## src/rtl/uue_pkg.sv

```systemverilog
`timescale 1ns / 1ps
// -----------------------------------------------------------------------------
// uue_pkg: shared types and constants of the uuencode line encoder
// Character codes, the result burst that one data byte produces, and the
// 6-bit to printable character mapping.
// -----------------------------------------------------------------------------
package uue_pkg;

	typedef logic [6:0] char_t;

	localparam int MAX_CHARS = 6;

	localparam char_t CHAR_BACKTICK = 7'h60;
	localparam char_t CHAR_NEWLINE  = 7'h0A;
	localparam char_t CHAR_SPACE    = 7'h20;

	// Register map: word index within the configuration space.
	localparam logic REG_TOTAL_BYTES = 1'b0;
	localparam logic [15:0] TOTAL_BYTES_RESET = 16'd1;

	// Characters of one data byte, oldest in entry 0, with their count.
	typedef struct packed {
		logic [2:0]                 cnt;
		char_t [MAX_CHARS-1:0]      chars;
	} burst_t;

	// A zero value is sent as a backtick, anything else offset into printable range.
	function automatic char_t six_to_char(input logic [5:0] v);
		char_t c;
		c = (v == 6'd0) ? CHAR_BACKTICK : char_t'({1'b0, v} + CHAR_SPACE);
		return c;
	endfunction

endpackage

```

## src/rtl/uuencode_line_encoder.sv

```systemverilog
`timescale 1ns / 1ps
// Data path: an accepted byte's burst is written into the burst buffer, and each
// of its characters then passes through the output register.
// Throughput: one character leaves per cycle while the output is not stalled; a
// byte holds the input until the last of its characters (up to six) moves into the
// output register, and a byte that yields none does not hold it.
// Reset: arst_n clears the encoder state and empties the burst buffer and output register; total_bytes resets to 1.
// -----------------------------------------------------------------------------
// uuencode_line_encoder: streaming uuencode line encoder
// Takes raw data bytes and emits the uuencoded text of one buffer per
// configured byte count: length character, groups of four characters,
// newlines between full lines and after the last group.
// -----------------------------------------------------------------------------
module uuencode_line_encoder #(
	parameter int BYTES_PER_LINE = 45
) (
	input  logic        clk,
	input  logic        arst_n,
	// Input data channel.
	input  logic        in_valid,
	output logic        in_stall,
	input  logic [7:0]  data_byte,
	// Encoded character channel.
	output logic        out_valid,
	input  logic        out_stall,
	output logic [6:0]  out_char,
	output logic        run_last,
	// Configuration port.
	input  logic        psel,
	input  logic        penable,
	input  logic        pwrite,
	input  logic [2:0]  paddr,
	input  logic [31:0] pwdata,
	output logic [31:0] prdata,
	output logic        pready
);

	logic            ready;
	logic            accept;
	logic [15:0]     total_bytes;
	uue_pkg::burst_t burst;

	// A transaction is taken whenever the burst buffer is empty or is handing
	// its final character to the output register in this cycle. The burst of
	// the new byte is then written straight into the buffer.
	assign in_stall = !ready;
	assign accept   = in_valid && ready;

	uue_cfg u_cfg (
		.clk         (clk),
		.arst_n      (arst_n),
		.psel        (psel),
		.penable     (penable),
		.pwrite      (pwrite),
		.paddr       (paddr),
		.pwdata      (pwdata),
		.prdata      (prdata),
		.pready      (pready),
		.total_bytes (total_bytes)
	);

	// The encoder works out every character of a byte in one pass and keeps
	// the group, line and buffer counters.
	uue_step #(
		.BYTES_PER_LINE (BYTES_PER_LINE)
	) u_step (
		.clk         (clk),
		.arst_n      (arst_n),
		.accept      (accept),
		.data_byte   (data_byte),
		.total_bytes (total_bytes),
		.burst       (burst)
	);

	// The serializer parts the input side from the output side: a burst waits
	// in its buffer while the output register holds a stalled character.
	uue_serial u_serial (
		.clk       (clk),
		.arst_n    (arst_n),
		.load      (accept),
		.burst     (burst),
		.ready     (ready),
		.out_valid (out_valid),
		.out_stall (out_stall),
		.out_char  (out_char),
		.run_last  (run_last)
	);

endmodule

```

## src/rtl/uue_cfg.sv

```systemverilog
`timescale 1ns / 1ps
// -----------------------------------------------------------------------------
// uue_cfg: configuration register file
// Holds the buffer byte count behind a simple APB-style slave port.
// -----------------------------------------------------------------------------
module uue_cfg (
	input  logic        clk,
	input  logic        arst_n,
	input  logic        psel,
	input  logic        penable,
	input  logic        pwrite,
	input  logic [2:0]  paddr,
	input  logic [31:0] pwdata,
	output logic [31:0] prdata,
	output logic        pready,
	output logic [15:0] total_bytes
);

	logic [15:0] total_bytes_q;
	logic        wr_en;

	assign wr_en  = psel && penable && pwrite && (paddr[2] == uue_pkg::REG_TOTAL_BYTES);
	assign pready = 1'b1;

	always_ff @(posedge clk or negedge arst_n) begin
		if (!arst_n) begin
			total_bytes_q <= uue_pkg::TOTAL_BYTES_RESET;
		end else if (wr_en) begin
			total_bytes_q <= pwdata[15:0];
		end
	end

	always_comb begin
		prdata = 32'd0;
		if (paddr[2] == uue_pkg::REG_TOTAL_BYTES) begin
			prdata = {16'd0, total_bytes_q};
		end
	end

	assign total_bytes = total_bytes_q;

endmodule

```

## src/rtl/uue_step.sv

```systemverilog
`timescale 1ns / 1ps
// -----------------------------------------------------------------------------
// uue_step: per-byte encoder
// Holds the group and line state and turns one data byte into its burst of
// zero to six characters in a single pass.
// -----------------------------------------------------------------------------
module uue_step #(
	parameter int BYTES_PER_LINE = 45
) (
	input  logic                 clk,
	input  logic                 arst_n,
	input  logic                 accept,
	input  logic [7:0]           data_byte,
	input  logic [15:0]          total_bytes,
	output uue_pkg::burst_t      burst
);

	logic [1:0]  gp_q;
	logic [7:0]  held_q [2];
	logic [5:0]  lb_q;
	logic [15:0] bc_q;

	logic [15:0] total_eff;
	logic [15:0] bc_n;
	logic [5:0]  lb_n;
	logic        last;
	logic        has_len;
	logic        take;
	logic        line_full;
	logic        len2;
	logic [7:0]  b0, b1, b2;
	uue_pkg::char_t seq [7];

	function automatic uue_pkg::char_t len_char(input logic [15:0] remaining);
		logic [5:0] n;
		n = (remaining < 16'(BYTES_PER_LINE)) ? remaining[5:0] : 6'(BYTES_PER_LINE);
		return uue_pkg::six_to_char(n);
	endfunction

	always_comb begin
		total_eff = (total_bytes == 16'd0) ? 16'd1 : total_bytes;
		bc_n      = bc_q + 16'd1;
		lb_n      = lb_q + 6'd1;
		last      = (bc_n >= total_eff);
		has_len   = (bc_q == 16'd0) && (gp_q == 2'd0);
		take      = (gp_q < 2'd2) && !last;
		line_full = (lb_n >= 6'(BYTES_PER_LINE));
		len2      = !take && !last && line_full;

		case (gp_q)
			2'd0: begin
				b0 = data_byte;
				b1 = 8'd0;
				b2 = 8'd0;
			end
			2'd1: begin
				b0 = held_q[0];
				b1 = data_byte;
				b2 = 8'd0;
			end
			default: begin
				b0 = held_q[0];
				b1 = held_q[1];
				b2 = data_byte;
			end
		endcase

		seq[0] = len_char(total_eff);
		seq[1] = uue_pkg::six_to_char(b0[7:2]);
		seq[2] = uue_pkg::six_to_char({b0[1:0], b1[7:4]});
		seq[3] = uue_pkg::six_to_char({b1[3:0], b2[7:6]});
		seq[4] = uue_pkg::six_to_char(b2[5:0]);
		seq[5] = uue_pkg::CHAR_NEWLINE;
		seq[6] = len_char(total_eff - bc_n);

		for (int i = 0; i < uue_pkg::MAX_CHARS; i++) begin
			burst.chars[i] = has_len ? seq[i] : seq[i+1];
		end
		// The first byte of a buffer adds the length character, a closed group gives
		// four characters, the end of the buffer adds a newline, and a full line with
		// more data behind it adds a newline and a fresh length character.
		burst.cnt = {2'b00, has_len} + (take ? 3'd0 : 3'd4) + {2'b00, last}
			+ {1'b0, len2, 1'b0};
	end

	always_ff @(posedge clk or negedge arst_n) begin
		if (!arst_n) begin
			gp_q      <= 2'd0;
			held_q[0] <= 8'd0;
			held_q[1] <= 8'd0;
			lb_q      <= 6'd0;
			bc_q      <= 16'd0;
		end else if (accept) begin
			if (take) begin
				held_q[gp_q[0]] <= data_byte;
				gp_q            <= gp_q + 2'd1;
				bc_q            <= bc_n;
				lb_q            <= lb_n;
			end else begin
				gp_q <= 2'd0;
				if (last) begin
					bc_q      <= 16'd0;
					lb_q      <= 6'd0;
					held_q[0] <= 8'd0;
					held_q[1] <= 8'd0;
				end else begin
					bc_q <= bc_n;
					lb_q <= line_full ? 6'd0 : lb_n;
				end
			end
		end
	end

endmodule

```

## src/rtl/uue_serial.sv

```systemverilog
`timescale 1ns / 1ps
// -----------------------------------------------------------------------------
// uue_serial: burst buffer and output register
// Holds one burst and hands its characters to the output one per cycle while the output is not stalled.
// -----------------------------------------------------------------------------
module uue_serial (
	input  logic                 clk,
	input  logic                 arst_n,
	input  logic                 load,
	input  uue_pkg::burst_t      burst,
	output logic                 ready,
	output logic                 out_valid,
	input  logic                 out_stall,
	output logic [6:0]           out_char,
	output logic                 run_last
);

	uue_pkg::char_t chars_q [uue_pkg::MAX_CHARS];
	logic [2:0]     rem_q;
	logic           ovalid_q;
	uue_pkg::char_t ochar_q;
	logic           olast_q;
	logic           pop;

	assign pop   = (rem_q != 3'd0) && (!ovalid_q || !out_stall);
	assign ready = (rem_q == 3'd0) || ((rem_q == 3'd1) && pop);

	always_ff @(posedge clk or negedge arst_n) begin
		if (!arst_n) begin
			rem_q    <= 3'd0;
			ovalid_q <= 1'b0;
		end else begin
			if (pop) begin
				ovalid_q <= 1'b1;
			end else if (!out_stall) begin
				ovalid_q <= 1'b0;
			end
			if (load) begin
				rem_q <= burst.cnt;
			end else if (pop) begin
				rem_q <= rem_q - 3'd1;
			end
		end
	end

	always_ff @(posedge clk) begin
		if (pop) begin
			ochar_q <= chars_q[0];
			olast_q <= (rem_q == 3'd1);
		end
		if (load) begin
			for (int i = 0; i < uue_pkg::MAX_CHARS; i++) begin
				chars_q[i] <= burst.chars[i];
			end
		end else if (pop) begin
			for (int i = 0; i < uue_pkg::MAX_CHARS - 1; i++) begin
				chars_q[i] <= chars_q[i+1];
			end
		end
	end

	assign out_valid = ovalid_q;
	assign out_char  = ochar_q;
	assign run_last  = olast_q;

endmodule

```

## config.mk

```make
export PLATFORM = sky130hd
export DESIGN_NAME = uuencode_line_encoder
export DESIGN_NICKNAME = d
export VERILOG_FILES = /design/src/rtl/uue_pkg.sv /design/src/rtl/uuencode_line_encoder.sv /design/src/rtl/uue_cfg.sv /design/src/rtl/uue_step.sv /design/src/rtl/uue_serial.sv
export SDC_FILE = /design/constraint.sdc
export NUM_CORES = 1
export LEC_CHECK = 0
export BUFFER_PORTS_ARGS = -buffer_cell sky130_fd_sc_hd__buf_4
export CORE_MARGIN = 2
export CORE_UTILIZATION = 45
export DETAILED_ROUTE_END_ITERATION = 10
export PLACE_DENSITY = 0.65
export SYNTH_ARGS = -nofsm -noshare
export SYNTH_HDL_FRONTEND = slang
export SYNTH_SLANG_ARGS = --single-unit
```

## constraint.sdc

```tcl
create_clock -name clk -period 4 [get_ports clk]
set_input_delay 0.8 -clock clk [delete_from_list [all_inputs] [get_ports clk]]
set_output_delay 0.8 -clock clk [all_outputs]
set_load 0.01 [all_outputs]
```

Word level (Yosys, flattened, before mapping):

Memories as Yosys holds them, arrays and structs flattened. A register that Yosys moved wholly into a read port is not among the register bits.
Index checks and enable logic that the tools add are counted.
W data, S select, Z words.

* bits in writable memories: 42
* memories kept: 1
* output and inout port bits: 43
* input port bits: 50
* register bits after elaboration: 61
* word-level logic and storage cells: 119

* bitwise gates (word level): 7
* eq/ne operators: 3
* $lt $le $gt $ge: 7
* reductions and logical operators: 33
* $add $sub $neg: 14
* muxes and demuxes: 45

Memories
* u_serial.chars_q: words 6, bits a word 7, read ports 6, clocked after memory_dff 1, wr ports 6, line uue_serial.sv:18 `uue_pkg::char_t chars_q [uue_pkg::MAX_CHARS];`

Operators with widths (number)
* $mux W7: 17
* $mux W16: 6
* $add A6 B6 Y7 const B: 6
* $logic_not A6 Y1: 6
* $logic_not A16 Y1: 2
* $lt A16 B6 Y1 const B: 2
* $mux W6: 5
* $mux W8: 3
* $add A16 B1 Y16 const B: 1
* $bwmux W16: 1
* $ge A16 B16 Y1: 1
* $pmux W8 S2: 1
* $sub A16 B16 Y16: 1
* $logic_and A1 B1 Y1: 11
* $mux W3: 3
* $demux W8 S1: 1
* $mux W1: 7
* $add A6 B1 Y6 const B: 1
* $ge A6 B6 Y1 const B: 1
* $logic_not A1 Y1: 5
* $or A1 B1 Y1: 5
* $reduce_bool A2 Y1: 2
* $add A1 B3 Y3: 1
* $add A3 B1 Y3: 1
* 18 further kinds: 19

Depth between registers and ports, before layout:

Gate-level depths: netlist (run 1).

* depth in word-level cells: 10
* depth in mapped cells: 18
* mapped depth without buffers: 15

By module:

Synthesis (run 1) repeated with hierarchy kept, for this count alone.

* cell total of the unflattened synthesis: 705
* area, all modules: 7210.7 µm²

By module, submodules not included
* uue_step: times used 1, cells an instance 513, area an instance 4078.9 µm²
* uue_serial: times used 1, cells an instance 120, area an instance 2220.9 µm²
* uue_cfg: times used 1, cells an instance 70, area an instance 900.9 µm²
* uuencode_line_encoder: times used 1, cells an instance 2, area an instance 10.0 µm²

Worst setup path after synthesis (run 1):

No wires, ideal clock.

* path type: flip-flop to flip-flop
* start: reg u_step.bc_q[0]
* end: reg u_serial.rem_q[1]
* arrival: 3.435 ns
* clock period less this slack: 3.517 ns
* cell stages (with the launch flop): 19
* path slack: 0.483 ns
* data required time: 3.917 ns
* cell sequence: dfrtp_1 > ha_1 > and3_1 > and3_1 > clkbuf_1 > and3_1 > nand3_1 > xor2_1 > ha_1 > inv_1 > o21bai_1 > a21oi_1 > a22oi_1 > o21ai_4 > buf_4 > buf_6 > ha_1 > xor2_1 > o21ai_0

* cells in the longest elaborated chain, start to end: 9
* elaborated cells on any way between the ends: 13
* classes of those cells: add/sub: 4; order compare: 1; mux: 1; reduce/logical: 7

Ends and longest elaborated chain
* start: declaration: line uue_step.sv:21 `logic [15:0] bc_q;`
* start signal: assignment: line uue_step.sv:97 `bc_q <= bc_n;`
* start signal: assignment: line uue_step.sv:107 `bc_q <= bc_n;`
* branches (longest 7 deep; another with $add A16 B1 Y16)
* $add A3 B2 Y3 (*): line uue_step.sv:83 `+ {1'b0, len2, 1'b0};`
* $mux W3 (*): line uue_serial.sv:38 `if (load) begin`
* end signal: assignment: line uue_serial.sv:39 `rem_q <= burst.cnt;`
* end signal: assignment: line uue_serial.sv:41 `rem_q <= rem_q - 3'd1;`
* end: declaration: line uue_serial.sv:19 `logic [2:0] rem_q;`

Every way passes the cells marked *.
A chain may end at the register's enable or synchronous reset.

Worst setup path in the final report (run 1):

* start: reg u_step.bc_q[1]
* end: reg u_step.held_q[12] (netlist bit)

* cells in the longest elaborated chain, start to end: 6
* elaborated cells on any way between the ends: 7
* classes of those cells: add/sub: 1; order compare: 1; mux: 1; reduce/logical: 4

Ends and longest elaborated chain
* $add A16 B1 Y16 (*): line uue_step.sv:42 `bc_n = bc_q + 16'd1;`
* $ge A16 B16 Y1 (*): line uue_step.sv:44 `last = (bc_n >= total_eff);`
* $logic_not A1 Y1: line uue_step.sv:46 `take = (gp_q < 2'd2) && !last;`
* $logic_and A1 B1 Y1: line uue_step.sv:46
* $reduce_bool A2 Y1 (no line)
* $reduce_and A2 Y1 (no line)
* end signal: indexed assignment: line uue_step.sv:95 `held_q[gp_q[0]] <= data_byte;`
* end: declaration: line uue_step.sv:19 `logic [7:0] held_q [2];`

Every way passes the cells marked *; elsewhere a longest branch is shown, timed or not.

==> results of run 1 <==
[cell usage after synthesis, types with 6 or more instances]
library cell	n	share of area (%)
sky130_fd_sc_hd__nand3_1	20	1.5
sky130_fd_sc_hd__a21o_1	10	1.1
sky130_fd_sc_hd__o21ai_0	32	2.4
sky130_fd_sc_hd__nor2_1	60	3.4
sky130_fd_sc_hd__o22ai_1	6	0.56
sky130_fd_sc_hd__o31ai_1	11	1.2
sky130_fd_sc_hd__a21oi_1	43	3.2
sky130_fd_sc_hd__nand2_1	62	3.5
sky130_fd_sc_hd__a22o_1	23	3.0
sky130_fd_sc_hd__mux2_2	24	4.1
sky130_fd_sc_hd__buf_4	19	2.1
sky130_fd_sc_hd__xor2_1	9	1.2
sky130_fd_sc_hd__and3_1	11	1.0
sky130_fd_sc_hd__ha_1	26	4.9
sky130_fd_sc_hd__inv_1	16	0.90
sky130_fd_sc_hd__xnor2_1	12	1.6
sky130_fd_sc_hd__mux2i_1	7	1.1
sky130_fd_sc_hd__nor3_1	7	0.53
sky130_fd_sc_hd__nand4_1	6	0.56
sky130_fd_sc_hd__edfxtp_1	50	23
sky130_fd_sc_hd__nor2b_1	25	2.3
sky130_fd_sc_hd__clkbuf_1	37	2.1
sky130_fd_sc_hd__a22oi_1	7	0.79
sky130_fd_sc_hd__dfrtp_1	59	22
[cell families (layout without fill, tap and decap cells)]
logic type,count (synthesis),in the layout,share of synthesized area [%]
XOR/XNOR,21,21,2.76
multiplexers,31,31,5.10
flip-flops,110,110,45.1
other,2,17,0.113
adder cells (fa/ha/maj),27,27,5.18
AND/OR/NAND/NOR,228,228,17.5
buffers and inverters,79,112,5.70
AO/OA/AOI/OAI,179,179,18.5
[where the power goes]
part / internal, mW / switching [mW] / total, mW
combinational: 0.955 / 1.37 / 2.33
sequential: 1.68 / 0.229 / 1.91
clock: 0.525 / 0.432 / 0.956
total: 3.16 / 2.04 / 5.20
[area by class of cell]
cell class	instances	area (sq um)
Timing Repair Buffer	78	598
Clock inverter	3	28.8
Tap cell	184	230
Fill cell	1309	6910
Multi-Input combinational cell	503	3350
Clock buffer	13	293
Inverter	18	67.6
Sequential cell	110	3000
[worst max-delay path: stages, from the launching register on]
cell	delay [ns]
sky130_fd_sc_hd__dfrtp_1	0.41
sky130_fd_sc_hd__ha_1	0.24
sky130_fd_sc_hd__and3_1	0.20
sky130_fd_sc_hd__and3_1	0.31
sky130_fd_sc_hd__and3_1	0.26
sky130_fd_sc_hd__nand3_1	0.10
sky130_fd_sc_hd__xor2_1	0.25
sky130_fd_sc_hd__ha_1	0.35
sky130_fd_sc_hd__inv_1	0.13
sky130_fd_sc_hd__o21bai_1	0.08
sky130_fd_sc_hd__a21oi_1	0.22
sky130_fd_sc_hd__nand2_1	0.19
sky130_fd_sc_hd__o21ai_4	0.23
sky130_fd_sc_hd__buf_12	0.15
sky130_fd_sc_hd__nor4_4	0.04
sky130_fd_sc_hd__buf_4	0.18
sky130_fd_sc_hd__a22o_1	0.24
[metal layers]
| metal | up-vias | global-route usage [%] | share of wire, % |
|---|---|---|---|
| li1 | 2516 | - | - |
| met2 | 162 | 35.8 | 50 |
| met3 | 32 | 4.72 | 5.2 |
| met1 | 2574 | 25.4 | 42 |
| met4 | 0 | 8.50 | 3.1 |
| met5 | - | 0 | 0 |
[cell usage in the layout, fill, tap and decap left out, types with 5 or more instances in the layout]
| cell type | synthesis | layout |
|---|---|---|
| sky130_fd_sc_hd__o21ai_0 | 32 | 32 |
| sky130_fd_sc_hd__inv_1 | 16 | 16 |
| sky130_fd_sc_hd__a21oi_1 | 43 | 42 |
| sky130_fd_sc_hd__clkbuf_16 | 0 | 11 |
| sky130_fd_sc_hd__o211ai_1 | 5 | 5 |
| sky130_fd_sc_hd__xor2_1 | 9 | 9 |
| sky130_fd_sc_hd__o22ai_1 | 6 | 6 |
| sky130_fd_sc_hd__nand4_1 | 6 | 6 |
| sky130_fd_sc_hd__nor2_1 | 60 | 60 |
| sky130_fd_sc_hd__or4_1 | 5 | 5 |
| sky130_fd_sc_hd__nor3_1 | 7 | 7 |
| sky130_fd_sc_hd__mux2i_1 | 7 | 7 |
| sky130_fd_sc_hd__ha_1 | 26 | 26 |
| sky130_fd_sc_hd__xnor2_1 | 12 | 12 |
| sky130_fd_sc_hd__buf_4 | 19 | 77 |
| sky130_fd_sc_hd__a22oi_1 | 7 | 7 |
| sky130_fd_sc_hd__conb_1 | 2 | 17 |
| sky130_fd_sc_hd__a21o_1 | 10 | 10 |
| sky130_fd_sc_hd__nand3_1 | 20 | 20 |
| sky130_fd_sc_hd__nor2b_1 | 25 | 25 |
| sky130_fd_sc_hd__o31ai_1 | 11 | 11 |
| sky130_fd_sc_hd__mux2_2 | 24 | 24 |
| sky130_fd_sc_hd__edfxtp_1 | 50 | 50 |
| sky130_fd_sc_hd__and3_1 | 11 | 11 |
| sky130_fd_sc_hd__nand2_1 | 62 | 62 |
| sky130_fd_sc_hd__a22o_1 | 23 | 23 |
| sky130_fd_sc_hd__dfrtp_1 | 59 | 59 |
[repair_timing]
action,in CTS,in global routing
setup buffers,0,4
endpoints found under the setup margin,0,42
gates resized for setup,0,1
[worst paths after layout]
check,start,to,depth (start not counted)
worst max-delay path,u_step.bc_q[1],u_step.held_q[12],16
worst min-delay path,u_serial.chars_q[0][0],u_serial.out_char[0],0
worst max register to register,u_step.bc_q[1],u_step.held_q[12],16
worst min register to register,u_serial.chars_q[0][0],u_serial.out_char[0],0
max in group asynchronous,arst_n,u_step.held_q[9],1
min in group asynchronous,arst_n,u_step.bc_q[9],1
[registers in the layout (all words and copies together) (netlist names)]
register / cells
u_cfg.total_bytes: 16
u_step.bc_q: 16
u_serial.chars_q: 42
u_step.lb_q: 6
u_serial.out_char: 7
u_step.gp_q: 2
u_step.held_q: 16
u_serial.run_last: 1
u_serial.out_valid: 1
u_serial.rem_q: 3
==> impl_results.md, run 1 <==
* Classification of the worst setup path: register to register
* Register-to-register path setup slack at 0.29 ns
* EDFF count, synth at 50
* Kind of end point of the critical path: register
* TritonCTS clock tree: built
* Final-report hold violation count at 0
* Overall routed net length at 16000 um
* Pins over their slew limit at 0
* Required time at the worst-slack endpoint at 4.25 ns
* Util after Layout at 52.3%
* Dpl hpwl at 11600 um
* Area enclosed by the die boundary at 15800 sq um
* Boundary Pins at 93
* Worst max-slew margin expressed relative to the limit at 43.5%
* Pin count of the biggest net entering global routing at 61
* Number of antenna violations at the first check in global routing at 0
* Die Y at 126 um
* Fraction of final layout cells with drive strength greater than 1 at 19.4%
* Placeable core region at 14500 sq um
* Status: complete, no violations
* Maximum vdd drop at 0.289 mV
* Worst hold slack at 0.423 ns
* Element type at the critical path start: register
* Cts hold-fix bufs at 0
* Number of sinks on the clock net at 110
* Non-filler instance count after layout at 909
* Area growth syn-to-layout at 13.5%
* Die W at 126 um
* Antenna Violating Nets Remaining at 0
* Post-place instance area at 7200 sq um
* Max Freq at 270 MHz
* Average wire per cell in the routed design at 17.6 um
* Main flop type after synthesis: sky130_fd_sc_hd__dfrtp_1
* Sum of negative setup slack at 0 ns
* Clock slew seen by the registers of the worst setup and hold paths at 0.08 ns
* Total number of vias at 5284
* Count of standard-cell rows at 44
* Max clock buf depth at 2
* Inst Count DP at 889
* Post-synth design cell area at 6670 sq um
* Unrepaired setup endpoints after global routing: false
* H-tree Lvls at 3
* Final weighted congestion of routability-driven global placement at 0.879
* Arrival time at the worst endpoint at 3.96 ns
* Diodes inserted at 0
* Max-cap violations at 0
* Clock latency of the later-clocked register in the worst-skew pair at 0.36 ns
* Number of remaining DRC errors at 0
* Post-route cell area at 7570 sq um
* Net count reported at finish at 797
* Time the final worst path needs with I/O delays and setup at 3.71 ns
* Power per cell area at 687 nW/um^2
* Gate Count Post-Synth at 677
* Standby leakage power at 3.18 nW
* Number of buffers added by the clock tree synthesis step at 9
* Effective utilization at floorplan at 46.1%
* Critical-path maximum fanout at 9
* Worst clock skew on the final layout at 0.00850 ns
* Share of async-settable or async-resettable flops after synthesis at 54.5%
* Sequential area share after synthesis at 45.1%
* Post-Place Setup Slack at 0.0685 ns
* Number of port buffers at 57
* Number of vias per cell after detailed routing at 5.81
* Kind of path behind the tightest hold check: register to register
* 1st-iter DRT viols at 344
* Wire length of the first global-routing pass at 26400 um
* Actual transition at the worst max-transition pin at 0.843 ns
* Share of the cycle needed by the critical path after routing at 92.7%
* Flip-flop and latch count after synthesis at 110
* Count of endpoints failing setup in the final report at 0
* All-layer global routing usage at 20.8%
* Post-synthesis area per instance at 9.85 sq um
* Final WS setup at 0.292 ns
* Total power after layout at 5.20 mW
* Synth warn at 0
* Cell variety after synth at 75
* Via count of the first global-routing pass at 5216
* Root buffer selected by CTS: sky130_fd_sc_hd__clkbuf_16
* First-pass iteration count of the detailed router at 5
* Total overflow reported by the global router at 0
Note: power is estimated with default switching activity, not from simulation.
==> run 2: changes to the inputs <==
--- a/config.mk
+++ b/config.mk
@@ -5,11 +5,11 @@
 export SDC_FILE = /design/constraint.sdc
 export NUM_CORES = 1
 export LEC_CHECK = 0
-export BUFFER_PORTS_ARGS = -buffer_cell sky130_fd_sc_hd__buf_4
 export CORE_MARGIN = 2
 export CORE_UTILIZATION = 45
 export DETAILED_ROUTE_END_ITERATION = 10
-export PLACE_DENSITY = 0.65
+export DONT_BUFFER_PORTS = 1
+export PLACE_DENSITY = 0.6
 export SYNTH_ARGS = -nofsm -noshare
 export SYNTH_HDL_FRONTEND = slang
 export SYNTH_SLANG_ARGS = --single-unit
==> run 2 against run 1 <==
  * Combinational power decreased by 7%
  * Wire length is 1.8% lower
  * Critical path type unchanged
  * Flip-flop and latch count unchanged
  * Sequential share of layout area is 2.2 points higher
  * Final cell count down 6.1%
  * Core utilization decreased by 2.8 points
  * Final area fell by 5.3%
==> impl_results.md, run 2 (synthesized netlist as in run 1, its figures left out) <==
* Element type at the critical path start: register
* Most frequent cells in the layout: sky130_fd_sc_hd__nand2_1, sky130_fd_sc_hd__nor2_1, sky130_fd_sc_hd__dfrtp_1, sky130_fd_sc_hd__edfxtp_1, sky130_fd_sc_hd__a21oi_1
* Share of total power in sequential cells at 38.2%
* TritonCTS clock tree: built
* Average wire per cell in the routed design at 18.4 um
* Area enclosed by the die boundary at 15800 sq um
* Clock latency of the later-clocked register in the worst-skew pair at 0.37 ns
* Unrepaired setup endpoints after global routing: false
* Sum of negative setup slack at 0 ns
* Power per cell area at 704 nW/um^2
* Clock slew seen by the registers of the worst setup and hold paths at 0.08 ns
* Effective utilization at floorplan at 46.1%
* Total number of vias at 5034
* Net count reported at finish at 742
* Fraction of final layout cells with drive strength greater than 1 at 13.6%
* Non-filler instance count after layout at 854
* Die Y at 126 um
* Met3 Use GR at 4.76%
* Number of vias per cell after detailed routing at 5.89
* Wire length of the first global-routing pass at 25200 um
* Die W at 126 um
* Pin count of the biggest net entering global routing at 61
* Via count of the first global-routing pass at 4852
* Kind of end point of the critical path: register
* Classification of the worst setup path: register to register
* Antenna Violating Nets Remaining at 0
* Worst clock skew on the final layout at 0.0123 ns
* Inst Count DP at 834
* Number of remaining DRC errors at 0
* Startpoint of the most critical register-to-register path: u_cfg.total_bytes[13]
* Flip-flop count of the largest register after layout at 42
* Placeable core region at 14500 sq um
* Top Usage Layer GRT: met2
* Total power after layout at 5.05 mW
* Register Area at 3000 sq um
* Overall routed net length at 15700 um
* Final weighted congestion of routability-driven global placement at 0.866
* All-layer global routing usage at 20.1%
* Fraction of power spent switching nets at 39.9%
* Routing usage on met2 at 32.2%
* Critical-path maximum fanout at 7
* Switching power of the nets at 2.02 mW
* Actual transition at the worst max-transition pin at 0.957 ns
* GR met1 Demand/Resource at 26.0%
* First-pass iteration count of the detailed router at 5
* Number of port buffers at 0
* Multi-input gate area in the final layout at 3360 sq um
* H-tree Lvls at 3
* Cts hold-fix bufs at 0
* Part of the power in combinational logic at 43.0%
* Diodes inserted at 0
* Share of the cycle needed by the critical path after routing at 92.9%
* CP startpoint: u_cfg.total_bytes[13]
* Leading cell type in the layout, fill and taps excluded: sky130_fd_sc_hd__nand2_1
* Max-cap violations at 0
* Pins over their slew limit at 0
* Count of standard-cell rows at 44
* Final-report hold violation count at 0
* Largest Register: u_serial.chars_q
* Boundary Pins at 93
* Area growth syn-to-layout at 7.47%
* Count of endpoints failing setup in the final report at 0
* Util after Layout at 49.5%
* Max clock buf depth at 2
* Standby leakage power at 2.91 nW
* Status: complete, no violations
* Worst hold slack at 0.120 ns
* Root buffer selected by CTS: sky130_fd_sc_hd__clkbuf_16
* Maximum vdd drop at 0.246 mV
* Arrival time at the worst endpoint at 3.81 ns
* Required time at the worst-slack endpoint at 4.09 ns
* Total of fill cells in the finished design at 1318
* Time the final worst path needs with I/O delays and setup at 3.72 ns
* Dpl hpwl at 11000 um
* Number of buffers added by the clock tree synthesis step at 9
* Total overflow reported by the global router at 0
* Kind of path behind the tightest hold check: primary input to asynchronous set/reset pin
* Internal Dissipation at 3.03 mW
* Number of antenna violations at the first check in global routing at 0
* Worst max-slew margin expressed relative to the limit at 36.0%
* Max Freq at 269 MHz
* Share of power burned in the clock network at 18.8%
* Number of sinks on the clock net at 110
* 1st-iter DRT viols at 542
[run 2: worst max-delay path: stages, from the launching register on]
cell and delay (ns):
sky130_fd_sc_hd__dfrtp_1 0.42, sky130_fd_sc_hd__or4_1 0.55, sky130_fd_sc_hd__nor4_1 0.24, sky130_fd_sc_hd__buf_4 0.17, sky130_fd_sc_hd__a31oi_1 0.13, sky130_fd_sc_hd__ha_1 0.23, sky130_fd_sc_hd__inv_1 0.07, sky130_fd_sc_hd__fa_1 0.20
sky130_fd_sc_hd__a21o_1 0.14, sky130_fd_sc_hd__and3_2 0.21, sky130_fd_sc_hd__o21ai_0 0.09, sky130_fd_sc_hd__a211oi_1 0.24, sky130_fd_sc_hd__o2bb2ai_1 0.14, sky130_fd_sc_hd__nor4_4 0.28, sky130_fd_sc_hd__buf_4 0.19, sky130_fd_sc_hd__a41oi_1 0.15
[run 2: per-stage QoR]
step,worst slack (ns),instance area [sq um]
2_1_floorplan,0.483,6720
3_3_place_gp,0.176,6790
3_5_place_dp,0.129,6790
4_1_cts,0.105,7100
5_1_grt,0.0171,7170
6_report,0.283,7170
[run 2: worst paths after layout]
check | end | slack [ns] | cells after the start
worst max-delay path | u_serial.chars_q[5][0] | 0.28 | 15
worst min-delay path | u_serial.out_valid | 0.12 | 0
worst max register to register | u_serial.chars_q[5][0] | 0.28 | 15
worst min register to register | u_serial.out_char[4] | 0.42 | 0
max in group asynchronous | u_cfg.total_bytes[0] | 3.67 | 0
min in group clk | u_serial.out_char[4] | 0.42 | 0
[run 2: repair_timing]
action	in CTS	in global routing
setup buffers	0	4
hold endpoints to repair	0	0
resized for setup	0	5
setup endpoints to repair	0	43
[run 2: power groups by stage]
stage | Sequential, mW | Combinational, mW | Clock [mW]
floorplan | 1.87 | 1.69 | 0
global placement | 1.94 | 2.06 | 0
detailed placement | 1.94 | 2.11 | 0
CTS | 1.93 | 2.12 | 0.979
global route | 1.98 | 2.42 | 1.01
finish | 1.93 | 2.17 | 0.949
[run 2: area by class of cell]
class / count / area share (%)
clock inverters: 6 / 0.908
inverters: 18 / 0.943
multi-input cells: 503 / 46.9
clock buffers: 10 / 3.49
well taps: 184 / 3.21
flip-flops and latches: 110 / 41.9
repair buffers: 23 / 2.58
[run 2: layer usage]
metal / share of wire (%) / vias to the layer above
met5: 0 / -
met4: 3.3 / 0
met3: 4.7 / 32
met2: 48 / 143
met1: 44 / 2437
li1: - / 2422
==> run 3: changes to the inputs <==
--- a/config.mk
+++ b/config.mk
@@ -9,7 +9,7 @@
 export CORE_UTILIZATION = 45
 export DETAILED_ROUTE_END_ITERATION = 10
 export DONT_BUFFER_PORTS = 1
-export PLACE_DENSITY = 0.6
+export PLACE_DENSITY = 0.71
 export SYNTH_ARGS = -nofsm -noshare
 export SYNTH_HDL_FRONTEND = slang
 export SYNTH_SLANG_ARGS = --single-unit
==> run 3 against run 2 <==
  * Combinational power about the same
  * Flip-flop and latch count stayed put
  * Power decreased by 0.99%
  * Via count is 0.87% higher
  * Count of clock-buffer cells in the layout shrank 1
  * Maximum frequency down 0.61%
  * Final cell count down 0.12%
  * Sequential share of layout area up 0.32 points
==> impl_results.md, run 3 (synthesized netlist as in run 1, its figures left out) <==
* Number of vias per cell after detailed routing at 5.95
* Number of port buffers at 0
* Classification of the worst setup path: register to register
* Max clock buf depth at 2
* Area enclosed by the die boundary at 15800 sq um
* Top Usage Layer GRT: met2
* Antenna Violating Nets Remaining at 0
* Element type at the critical path start: register
* 1st-iter DRT viols at 517
* Final WS setup at 0.260 ns
* Number of antenna violations at the first check in global routing at 0
* H-tree Lvls at 3
* Dpl hpwl at 11000 um
* Net count reported at finish at 741
* Worst max-slew margin expressed relative to the limit at 45.2%
* Maximum vdd drop at 0.324 mV
* Clock slew seen by the registers of the worst setup and hold paths at 0.08 ns
* Critical-path maximum fanout at 8
* Wire length of the first global-routing pass at 25100 um
* Diodes inserted at 0
* Power per cell area at 703 nW/um^2
* Final-report hold violation count at 0
* Part of the power in combinational logic at 43.5%
* Root buffer selected by CTS: sky130_fd_sc_hd__clkbuf_16
* Leading cell type in the layout, fill and taps excluded: sky130_fd_sc_hd__nand2_1
* Kind of path behind the tightest hold check: primary input to asynchronous set/reset pin
* Final weighted congestion of routability-driven global placement at 0.899
* Met3 Use GR at 5.61%
* Fraction of power spent switching nets at 40.2%
* Required time at the worst-slack endpoint at 4.26 ns
* Routing usage on met2 at 33.2%
* Pin count of the biggest net entering global routing at 61
* Max-cap violations at 0
* Clock latency of the later-clocked register in the worst-skew pair at 0.37 ns
* Share of total power in sequential cells at 38.7%
* Area growth syn-to-layout at 6.66%
* Overall routed net length at 15500 um
* Die W at 126 um
* Switching power of the nets at 2.01 mW
* Share of power burned in the clock network at 17.9%
* Die Y at 126 um
* Time the final worst path needs with I/O delays and setup at 3.74 ns
* Share of the cycle needed by the critical path after routing at 93.5%
* Max Freq at 267 MHz
* Internal Dissipation at 2.99 mW
* Worst clock skew on the final layout at 0.00953 ns
* Most frequent cells in the layout: sky130_fd_sc_hd__nand2_1, sky130_fd_sc_hd__nor2_1, sky130_fd_sc_hd__dfrtp_1, sky130_fd_sc_hd__edfxtp_1, sky130_fd_sc_hd__a21oi_1
* Pins over their slew limit at 0
* Fraction of final layout cells with drive strength greater than 1 at 13.2%
* Total overflow reported by the global router at 0
* Number of buffers added by the clock tree synthesis step at 9
* Total number of vias at 5078
* Largest Register: u_serial.chars_q
* Actual transition at the worst max-transition pin at 0.818 ns
* Boundary Pins at 93
* Status: complete, no violations
* Number of remaining DRC errors at 0
* TritonCTS clock tree: built
* Effective utilization at floorplan at 46.1%
* Standby leakage power at 2.89 nW
* Flip-flop count of the largest register after layout at 42
* Count of standard-cell rows at 44
* GR met1 Demand/Resource at 24.8%
* Arrival time at the worst endpoint at 4.00 ns
* Number of sinks on the clock net at 110
* Post-Place Setup Slack at 0.223 ns
* Unrepaired setup endpoints after global routing: false
* Average wire per cell in the routed design at 18.1 um
* First-pass iteration count of the detailed router at 6
* Reg2reg path depth at 16
* Via count of the first global-routing pass at 4973
* Placeable core region at 14500 sq um
* Sum of negative setup slack at 0 ns
* Count of endpoints failing setup in the final report at 0
* Kind of end point of the critical path: register
* Cts hold-fix bufs at 0
* All-layer global routing usage at 19.8%
[run 3: final timing paths]
path                                         from              endpoint  slack, ns
max                                u_step.bc_q[0]     u_step.held_q[12]       0.26
min                                        arst_n        u_step.lb_q[2]       0.12
max reg2reg                        u_step.bc_q[0]     u_step.held_q[12]       0.26
min reg2reg                u_serial.chars_q[0][6]  u_serial.out_char[6]       0.42
max in group asynchronous                  arst_n  u_cfg.total_bytes[0]       3.68
min in group clk           u_serial.chars_q[0][6]  u_serial.out_char[6]       0.42
[run 3: metrics by stage]
step / util (%) / power (mW) / cell area (sq um) / std cells / hold slack (ns)
floorplan: - / 3.56 / 6720 / 692 / 0.400
global placement: 46.8 / 3.97 / 6780 / 833 / 0.402
detailed placement: 46.8 / 4.05 / 6780 / 833 / 0.405
CTS: 48.9 / 4.96 / 7070 / 849 / 0.110
global route: 49.1 / 5.33 / 7110 / 853 / 0.0955
finish: 49.1 / 5.00 / 7110 / 853 / 0.117
[run 3: critical path, cell delays in order (launching register included)]
cell	delay, ns
sky130_fd_sc_hd__dfrtp_1	0.42
sky130_fd_sc_hd__ha_1	0.28
sky130_fd_sc_hd__and3_1	0.21
sky130_fd_sc_hd__and3_2	0.26
sky130_fd_sc_hd__and3_1	0.24
sky130_fd_sc_hd__nand3_1	0.11
sky130_fd_sc_hd__xor2_1	0.24
sky130_fd_sc_hd__ha_1	0.33
sky130_fd_sc_hd__inv_1	0.12
sky130_fd_sc_hd__o21bai_1	0.08
sky130_fd_sc_hd__a21oi_1	0.22
sky130_fd_sc_hd__nand2_1	0.19
sky130_fd_sc_hd__o21ai_4	0.29
sky130_fd_sc_hd__buf_4	0.17
sky130_fd_sc_hd__nor4_4	0.04
sky130_fd_sc_hd__buf_4	0.19
sky130_fd_sc_hd__a22o_1	0.24
[run 3: power by group through the flow]
| stage | clock [mW] | sequential, mW | combinational (mW) |
|---|---|---|---|
| 3_5_place_dp | 0 | 1.95 | 2.10 |
| 2_1_floorplan | 0 | 1.87 | 1.69 |
| 4_1_cts | 0.916 | 1.93 | 2.12 |
| 3_3_place_gp | 0 | 1.94 | 2.03 |
| 6_report | 0.893 | 1.93 | 2.17 |
| 5_1_grt | 0.958 | 1.97 | 2.39 |
[run 3: layout make-up]
cell class,instances,area [sq um]
Clock buffer,9,225
Clock inverter,7,67.6
Fill cell,1281,7370
Inverter,18,67.6
Multi-Input combinational cell,503,3350
Sequential cell,110,3000
Tap cell,184,230
Timing Repair Buffer,22,165
[run 3: routing by layer]
metal / up-vias / part of all wire (%)
met2: 161 / 49
met4: 0 / 2.2
li1: 2403 / -
met3: 32 / 6.0
met1: 2482 / 42
met5: - / 0
[run 3: timing repair]
item / 4_1_cts / 5_1_grt
setup buffers: 0 / 4
setup endpoints to repair: 0 / 18
resized for setup: 0 / 4
